<file path="src/rtl/tcc_pkg.sv">
`default_nettype none

package tcc_pkg;

    // Field widths
    localparam int CODE_W  = 8;
    localparam int COLS_W  = 8;
    localparam int ROWS_W  = 7;
    localparam int PIX_X_W = 12;
    localparam int PIX_Y_W = 11;
    localparam int POS_W   = 15;
    localparam int IDX_W   = 2;
    localparam int DATA_W  = 8;

    // Cell geometry in pixels
    localparam int CELL_W = 9;
    localparam int CELL_H = 14;

    // Character codes
    localparam logic [CODE_W-1:0] CODE_NEWLINE   = 8'd10;
    localparam logic [CODE_W-1:0] CODE_BACKSPACE = 8'd8;
    localparam logic [CODE_W-1:0] CODE_SPACE     = 8'd32;

    // Register indexes
    localparam logic [IDX_W-1:0] REG_CONSOLE_COLS = 2'd0;
    localparam logic [IDX_W-1:0] REG_CONSOLE_ROWS = 2'd1;

    // Register reset values
    localparam logic [COLS_W-1:0] COLS_RESET = 8'd80;
    localparam logic [ROWS_W-1:0] ROWS_RESET = 7'd25;

    typedef struct packed {
        logic [COLS_W-1:0] cols;
        logic [ROWS_W-1:0] rows;
    } cfg_t;

    typedef struct packed {
        logic [COLS_W-1:0] col;
        logic [ROWS_W-1:0] row;
    } cursor_t;

    typedef struct packed {
        logic               draw_valid;
        logic [CODE_W-1:0]  draw_code;
        logic [PIX_X_W-1:0] pixel_x;
        logic [PIX_Y_W-1:0] pixel_y;
        logic               scroll_req;
        logic [POS_W-1:0]   cursor_pos;
    } result_t;

endpackage

`default_nettype wire

</file>
<file path="src/rtl/tcc_if.sv">
`default_nettype none

// Character request channel
interface tcc_char_if;
    import tcc_pkg::*;
    logic              valid;
    logic              ready;
    logic [CODE_W-1:0] char_code;

    modport source (output valid, output char_code, input ready);
    modport sink   (input valid, input char_code, output ready);
endinterface

// Draw / cursor result channel
interface tcc_draw_if;
    import tcc_pkg::*;
    logic               valid;
    logic               ready;
    logic               draw_valid;
    logic [CODE_W-1:0]  draw_code;
    logic [PIX_X_W-1:0] pixel_x;
    logic [PIX_Y_W-1:0] pixel_y;
    logic               scroll_req;
    logic [POS_W-1:0]   cursor_pos;

    modport source (output valid, output draw_valid, output draw_code, output pixel_x,
                    output pixel_y, output scroll_req, output cursor_pos, input ready);
    modport sink   (input valid, input draw_valid, input draw_code, input pixel_x,
                    input pixel_y, input scroll_req, input cursor_pos, output ready);
endinterface

// Register write channel
interface tcc_cfg_if;
    import tcc_pkg::*;
    logic              valid;
    logic              ready;
    logic [IDX_W-1:0]  reg_index;
    logic [DATA_W-1:0] wdata;

    modport source (output valid, output reg_index, output wdata, input ready);
    modport sink   (input valid, input reg_index, input wdata, output ready);
endinterface

`default_nettype wire

</file>
<file path="src/rtl/tcc_cfg_regs.sv">
`default_nettype none

module tcc_cfg_regs
    import tcc_pkg::*;
(
    input  wire logic  clk,
    input  wire logic  rst_n,
    tcc_cfg_if.sink    cfg,
    output cfg_t       cfg_out
);

    logic [COLS_W-1:0] cols_reg;
    logic [ROWS_W-1:0] rows_reg;

    // Writes are always taken; unknown indexes are dropped
    assign cfg.ready = 1'b1;

    always_ff @(posedge clk or negedge rst_n)
    begin
        if (!rst_n)
        begin
            cols_reg <= COLS_RESET;
            rows_reg <= ROWS_RESET;
        end
        else if (cfg.valid)
        begin
            if (cfg.reg_index == REG_CONSOLE_COLS)
            begin
                cols_reg <= cfg.wdata[COLS_W-1:0];
            end
            if (cfg.reg_index == REG_CONSOLE_ROWS)
            begin
                rows_reg <= cfg.wdata[ROWS_W-1:0];
            end
        end
    end

    assign cfg_out.cols = cols_reg;
    assign cfg_out.rows = rows_reg;

endmodule

`default_nettype wire

</file>
<file path="src/rtl/tcc_step.sv">
`default_nettype none

module tcc_step
    import tcc_pkg::*;
(
    input  wire logic [CODE_W-1:0] code,
    input  wire cursor_t           cur,
    input  wire cfg_t              cfg_in,
    output cursor_t                cursor_next,
    output result_t                res
);

    logic [COLS_W-1:0] cols_eff;
    logic [ROWS_W-1:0] rows_eff;
    logic [ROWS_W:0]   row_inc;
    logic [COLS_W:0]   col_inc;
    logic              row_last;
    logic              col_last;
    logic [ROWS_W-1:0] nl_row;
    cursor_t           draw_at;

    // Zero size behaves as one
    assign cols_eff = (cfg_in.cols == '0) ? COLS_W'(1) : cfg_in.cols;
    assign rows_eff = (cfg_in.rows == '0) ? ROWS_W'(1) : cfg_in.rows;

    // Row advance, scroll on the last row or past it
    assign row_inc  = {1'b0, cur.row} + (ROWS_W+1)'(1);
    assign row_last = (row_inc >= {1'b0, rows_eff});
    assign nl_row   = row_last ? (rows_eff - ROWS_W'(1)) : row_inc[ROWS_W-1:0];

    assign col_inc  = {1'b0, cur.col} + (COLS_W+1)'(1);
    assign col_last = (col_inc >= {1'b0, cols_eff});

    // Cursor update and draw request
    always_comb
    begin
        cursor_next    = cur;
        draw_at        = cur;
        res.draw_valid = 1'b0;
        res.draw_code  = '0;
        res.scroll_req = 1'b0;
        priority if (code == CODE_NEWLINE)
        begin
            cursor_next.col = '0;
            cursor_next.row = nl_row;
            res.scroll_req  = row_last;
        end
        else if (code == CODE_BACKSPACE)
        begin
            if (cur.col != '0 || cur.row != '0)
            begin
                if (cur.col != '0)
                begin
                    cursor_next.col = cur.col - COLS_W'(1);
                end
                else
                begin
                    cursor_next.col = cols_eff - COLS_W'(1);
                    cursor_next.row = cur.row - ROWS_W'(1);
                end
                draw_at        = cursor_next;
                res.draw_valid = 1'b1;
                res.draw_code  = CODE_SPACE;
            end
        end
        else
        begin
            res.draw_valid = 1'b1;
            res.draw_code  = code;
            if (col_last)
            begin
                cursor_next.col = '0;
                cursor_next.row = nl_row;
                res.scroll_req  = row_last;
            end
            else
            begin
                cursor_next.col = col_inc[COLS_W-1:0];
            end
        end

        // Cell origin in pixels, zero when nothing is drawn
        res.pixel_x = res.draw_valid ?
                      PIX_X_W'(draw_at.col) * PIX_X_W'(CELL_W) : '0;
        res.pixel_y = res.draw_valid ?
                      PIX_Y_W'(draw_at.row) * PIX_Y_W'(CELL_H) : '0;

        // Linear position uses the raw column count
        res.cursor_pos = POS_W'(cursor_next.col)
                       + POS_W'(cursor_next.row) * POS_W'(cfg_in.cols);
    end

endmodule

`default_nettype wire

</file>
<file path="src/rtl/text_console_cursor_engine.sv">
// Text console cursor engine. Each character request (newline, backspace or a
// printable code) moves the cursor held as column and row and returns one result:
// an optional glyph draw at a 9 by 14 pixel cell, a scroll request and the new
// linear cursor position. One request is taken every clock cycle unless the result
// channel stalls; a result passes the input register, then the cursor update and
// result register, and a new request can be taken while the last one is in flight.
// Console size registers (index 0 columns, index 1 rows; a size of zero acts as one
// for cursor movement) must be written through the configuration channel only
// while no request is in flight; the block itself does not enforce this.
`default_nettype none

module text_console_cursor_engine
    import tcc_pkg::*;
(
    input  wire logic   clk,
    input  wire logic   rst_n,
    tcc_cfg_if.sink     cfg,
    tcc_char_if.sink    char_in,
    tcc_draw_if.source  draw_out
);

    cfg_t              cfg_cur;
    logic              in_valid_reg;
    logic [CODE_W-1:0] code_reg;
    cursor_t           cursor_reg;
    cursor_t           cursor_next;
    result_t           res;
    logic              out_valid_reg;
    result_t           res_reg;
    logic              out_en;
    logic              adv;

    tcc_cfg_regs u_cfg_regs (
        .clk     (clk),
        .rst_n   (rst_n),
        .cfg     (cfg),
        .cfg_out (cfg_cur)
    );

    tcc_step u_step (
        .code        (code_reg),
        .cur         (cursor_reg),
        .cfg_in      (cfg_cur),
        .cursor_next (cursor_next),
        .res         (res)
    );

    // Pipeline flow control
    assign out_en        = !out_valid_reg || draw_out.ready;
    assign char_in.ready = !in_valid_reg || out_en;
    assign adv           = in_valid_reg && out_en;

    // Input register
    always_ff @(posedge clk or negedge rst_n)
    begin
        if (!rst_n)
        begin
            in_valid_reg <= 1'b0;
        end
        else if (char_in.ready)
        begin
            in_valid_reg <= char_in.valid;
        end
    end

    always_ff @(posedge clk)
    begin
        if (char_in.valid && char_in.ready)
        begin
            code_reg <= char_in.char_code;
        end
    end

    // Cursor state and result register
    always_ff @(posedge clk or negedge rst_n)
    begin
        if (!rst_n)
        begin
            cursor_reg    <= '0;
            out_valid_reg <= 1'b0;
        end
        else
        begin
            if (out_en)
            begin
                out_valid_reg <= in_valid_reg;
            end
            if (adv)
            begin
                cursor_reg <= cursor_next;
            end
        end
    end

    always_ff @(posedge clk)
    begin
        if (adv)
        begin
            res_reg <= res;
        end
    end

    assign draw_out.valid      = out_valid_reg;
    assign draw_out.draw_valid = res_reg.draw_valid;
    assign draw_out.draw_code  = res_reg.draw_code;
    assign draw_out.pixel_x    = res_reg.pixel_x;
    assign draw_out.pixel_y    = res_reg.pixel_y;
    assign draw_out.scroll_req = res_reg.scroll_req;
    assign draw_out.cursor_pos = res_reg.cursor_pos;

`ifndef SYNTH
    logic [ROWS_W-1:0] rows_last;
    assign rows_last = (cfg_cur.rows == '0) ? '0 : (cfg_cur.rows - ROWS_W'(1));

    // A scroll parks the cursor at the start of the last row
    a_scroll_parks: assert property (@(posedge clk) disable iff (!rst_n)
        (adv && res.scroll_req) |=>
            (cursor_reg.col == '0 && cursor_reg.row == $past(rows_last)))
        else $error("scroll did not park cursor");

    // Newline never requests a draw
    a_newline_no_draw: assert property (@(posedge clk) disable iff (!rst_n)
        (adv && code_reg == CODE_NEWLINE) |=> (out_valid_reg && !res_reg.draw_valid))
        else $error("newline produced a draw");

    // Backspace at home position leaves the cursor and draws nothing
    a_bs_home: assert property (@(posedge clk) disable iff (!rst_n)
        (adv && code_reg == CODE_BACKSPACE && cursor_reg == '0) |=>
            (cursor_reg == '0 && !res_reg.draw_valid && res_reg.cursor_pos == '0))
        else $error("backspace at home moved cursor");

    // Cursor only moves when a request passes the compute stage
    a_cursor_hold: assert property (@(posedge clk) disable iff (!rst_n)
        !adv |=> $stable(cursor_reg))
        else $error("cursor changed without a request");
`endif

endmodule

`default_nettype wire
</file>
<file path="src/flat_wrapper.sv">
// flat-port wrapper written by rule: the top's interface ports become plain ports
module text_console_cursor_engine_flat import tcc_pkg::*;
  (clk, rst_n, cfg_valid, cfg_reg_index, cfg_wdata, cfg_ready, char_in_valid, char_in_char_code, char_in_ready, draw_out_valid, draw_out_draw_valid, draw_out_draw_code, draw_out_pixel_x, draw_out_pixel_y, draw_out_scroll_req, draw_out_cursor_pos, draw_out_ready);
  tcc_cfg_if cfg_i ();
  tcc_char_if char_in_i ();
  tcc_draw_if draw_out_i ();
  input  wire logic clk;
  input  wire logic rst_n;
  input wire logic [$bits(cfg_i.valid)-1:0] cfg_valid;
  input wire logic [$bits(cfg_i.reg_index)-1:0] cfg_reg_index;
  input wire logic [$bits(cfg_i.wdata)-1:0] cfg_wdata;
  output wire logic [$bits(cfg_i.ready)-1:0] cfg_ready;
  input wire logic [$bits(char_in_i.valid)-1:0] char_in_valid;
  input wire logic [$bits(char_in_i.char_code)-1:0] char_in_char_code;
  output wire logic [$bits(char_in_i.ready)-1:0] char_in_ready;
  output wire logic [$bits(draw_out_i.valid)-1:0] draw_out_valid;
  output wire logic [$bits(draw_out_i.draw_valid)-1:0] draw_out_draw_valid;
  output wire logic [$bits(draw_out_i.draw_code)-1:0] draw_out_draw_code;
  output wire logic [$bits(draw_out_i.pixel_x)-1:0] draw_out_pixel_x;
  output wire logic [$bits(draw_out_i.pixel_y)-1:0] draw_out_pixel_y;
  output wire logic [$bits(draw_out_i.scroll_req)-1:0] draw_out_scroll_req;
  output wire logic [$bits(draw_out_i.cursor_pos)-1:0] draw_out_cursor_pos;
  input wire logic [$bits(draw_out_i.ready)-1:0] draw_out_ready;
  assign cfg_i.valid = cfg_valid;
  assign cfg_i.reg_index = cfg_reg_index;
  assign cfg_i.wdata = cfg_wdata;
  assign cfg_ready = cfg_i.ready;
  assign char_in_i.valid = char_in_valid;
  assign char_in_i.char_code = char_in_char_code;
  assign char_in_ready = char_in_i.ready;
  assign draw_out_valid = draw_out_i.valid;
  assign draw_out_draw_valid = draw_out_i.draw_valid;
  assign draw_out_draw_code = draw_out_i.draw_code;
  assign draw_out_pixel_x = draw_out_i.pixel_x;
  assign draw_out_pixel_y = draw_out_i.pixel_y;
  assign draw_out_scroll_req = draw_out_i.scroll_req;
  assign draw_out_cursor_pos = draw_out_i.cursor_pos;
  assign draw_out_i.ready = draw_out_ready;
  text_console_cursor_engine u_core (.clk(clk), .rst_n(rst_n), .cfg(cfg_i), .char_in(char_in_i), .draw_out(draw_out_i));
endmodule
</file>
<file path="config.mk">
export PLATFORM = sky130hd
export DESIGN_NAME = text_console_cursor_engine_flat
export DESIGN_NICKNAME = d
export VERILOG_FILES = /design/src/rtl/tcc_pkg.sv /design/src/rtl/tcc_if.sv /design/src/rtl/tcc_cfg_regs.sv /design/src/rtl/tcc_step.sv /design/src/rtl/text_console_cursor_engine.sv /design/src/flat_wrapper.sv
export SDC_FILE = /design/constraint.sdc
export NUM_CORES = 1
export LEC_CHECK = 0
export ABC_CLOCK_PERIOD_IN_PS = 13400
export BUFFER_PORTS_ARGS = -buffer_cell sky130_fd_sc_hd__buf_2
export CORE_MARGIN = 2
export CORE_UTILIZATION = 30
export DETAILED_ROUTE_END_ITERATION = 6
export GPL_TIMING_DRIVEN = 0
export PLACE_DENSITY = 0.45
export SYNTH_ARGS = -nofsm -noshare
export SYNTH_HDL_FRONTEND = slang
export SYNTH_SLANG_ARGS = --single-unit
export TNS_END_PERCENT = 50
</file>
<file path="constraint.sdc">
create_clock -name clk -period 13.4 [get_ports clk]
set_input_delay 1.34 -clock clk [delete_from_list [all_inputs] [get_ports clk]]
set_output_delay 1.34 -clock clk [all_outputs]
set_load 0.05 [all_outputs]
</file>
==> flow_metrics.tcl <==
set metrics [dict create \
    stdcell_area_um2 8830 \
    avgSynthCellArea_um2 9.90 \
    synthTopCellsByCount "99 x inv_1, 74 x ha_1, 55 x edfxtp_1" \
    finalNetCount 1010 \
    critPathBufInv 4 \
    fin_skew_ns 0.0166 \
    tightest_slew_ns 0.898 \
    n_antenna_cell 0 \
    yosysSeqAreaShare_pct 31.6 \
    pre_cts_ws_ns 5.01 \
    rsz0062_at_grt "false" \
    synthTopCellsByArea "edfxtp_1 21%, ha_1 12%, fa_1 12%, dfrtp_1 8.7%, inv_1 4.8%" \
    async_reset_ff_share_pct 36.8 \
    antenna_left 0 \
    slowest_delay_ns 0.73 \
    drcViolationCount 0 \
    area_growth_pct 13.5 \
    finalWorstSetupSlack_ns 5.11 \
    maxCapViolations 0 \
    num_io_pins 74 \
    dr.pass1.iters 4 \
    cts_tree "built" \
    coreArea_um2 25300 \
    vias_per_cell 4.87 \
    finalMaxSlewViolations 0 \
    num_rows 58 \
    slowest_stage "o41ai_1" \
    cts_setup_buffers 0 \
    clk_latency_ns 0.36 \
    synthFlopType "edfxtp_1" \
    fmax_mhz 121 \
    multi_input_area_um2 4790 \
    synth_nets 928 \
    slew_headroom_pct 39.6 \
    gp_congestion 0.845 \
    cts_hold_buffers 0 \
    setup_tns_ns 0 \
    yosys.area.top_type "edfxtp_1" \
    cts.clk_slew.worst_paths_ns 0.08 \
    clock_path_buffers 2 \
    dp_hpwl_um 15000 \
    portBuffers 71 \
    antenna_found_initial 0 \
    wire_per_inst_um 16.3 \
    routed_wl_um 19600 \
    syn_inst 786 \
    cp_common_cell "fa_1" \
    setup_violations 0 \
    holdWs_ns 0.484 \
    hold_viol 0 \
    synth_top_area_share_pct 21.2 \
    grt_max_degree 57 \
    vias 5860 \
    hold_class "flop to flop" \
    cp.arrival_ns 8.40 \
    ctsHtreeMaxLevel 3 \
    synth_edf_count 55 \
    required_ns 13.51 \
    drt_iter0_drc 350 \
    cp-end-kind "flop" \
    ctsResizeCount 0 \
    overflow 0 \
    yosysWarnings 0 \
    synth.distinct_cells 83 \
    outcome "finished, final reports clean" \
    grt_pass1_wl_um 31900 \
    die_y_um 165 \
    regArea_um2 2460 \
    grt_pass1_vias 5844 \
    path_class "flop to flop" \
    track_usage_pct 15.3 \
    chipWidth_um 165 \
    min_period_ns 8.29 \
    cts.sinks 87 \
    finalCritPeriodShare_pct 61.8 \
    cp-start-kind "flop" \
    place_area_um2 8550 \
    start_util_pct 30.7 \
    cts_root_buf "clkbuf_16" \
    fillers 2619 \
    cts_inserted_buffers 9 \
    syn_area_um2 7780 \
    ys_seq_elements 87 \
    drive_gt1_share_pct 17.3 \
    yosysMostFrequentCell "inv_1" \
    cp_top_family "compound AO/OA/AOI/OAI gates" \
    cp_max_fo 10 \
    fp.dieArea_um2 27200 \
]
-- cell families (layout without fill, tap and decap cells) --
family / after synthesis / in the layout / share of synthesized area, %
other: 2 / 2 / 0.0965
and+or+nand+nor: 236 / 236 / 17.2
DFF: 87 / 87 / 31.6
adders and majority gates: 119 / 119 / 23.5
AOI/OAI and AO/OA: 152 / 152 / 13.9
xor gates and xnor gates: 41 / 41 / 4.61
muxes: 16 / 16 / 2.27
buffers and inverters: 133 / 220 / 6.85
-- layer usage --
metal	up-vias	wire length [um]	track usage, %
met5	-	0	0
met4	0	274	4.43
met3	14	673	1.72
met2	112	8600	23.6
met1	2850	10100	22.5
li1	2884	-	-
-- cell type report --
class                      count  area share (%)
buffer                        34            1.87
sequential                    87            27.8
clock inverter                 7           0.609
inverter                      99            4.21
timing repair buffer          71            4.02
clock buffer                   9            2.55
tap                          330            4.67
multi-input combinational    566            54.2
-- final timing paths --
path,endpoint,depth (start not counted),start,slack (ns)
setup reg to reg,u_core.draw_out.cursor_pos[14],25,u_core.u_cfg_regs.cols_reg[5],5.11
setup / recovery,u_core.draw_out.cursor_pos[14],25,u_core.u_cfg_regs.cols_reg[5],5.11
hold / removal,u_core.draw_out.valid,1,u_core.in_valid_reg,0.48
hold reg to reg,u_core.draw_out.valid,1,u_core.in_valid_reg,0.48
max in group asynchronous,u_core.in_valid_reg,1,rst_n,11.75
min in group asynchronous,u_core.u_cfg_regs.cols_reg[7],1,rst_n,1.08
-- metrics by stage --
stage / utilization [%] / cells
after floorplan: - / 786
final: 34.9 / 1203
after detailed placement: 33.8 / 1187
after global placement: 33.8 / 1187
after global routing: 34.9 / 1203
after CTS: 34.9 / 1203
-- placed cells by master, fill, tap and decap left out, types with 7 or more instances in the layout --
cell type | Yosys | layout
nand2b_1 | 17 | 17
nor2b_1 | 11 | 11
xnor2_1 | 33 | 33
clkbuf_16 | 0 | 9
clkbuf_1 | 22 | 21
a21o_1 | 14 | 14
dfrtp_1 | 27 | 27
xor2_1 | 8 | 8
edfxtp_1 | 55 | 55
o21ai_0 | 30 | 30
a21oi_1 | 39 | 39
mux2_2 | 13 | 13
ha_1 | 74 | 74
and2_1 | 26 | 26
nor2_1 | 49 | 49
nand2_1 | 46 | 46
nor3_1 | 16 | 16
a31oi_1 | 9 | 9
nand3_1 | 14 | 14
and3_1 | 7 | 7
inv_1 | 99 | 99
buf_2 | 6 | 77
fa_1 | 45 | 45
Power is left out: the tool's default activity adds up to more than one toggle a clock period on the data nets, which glitch-free logic cannot reach.
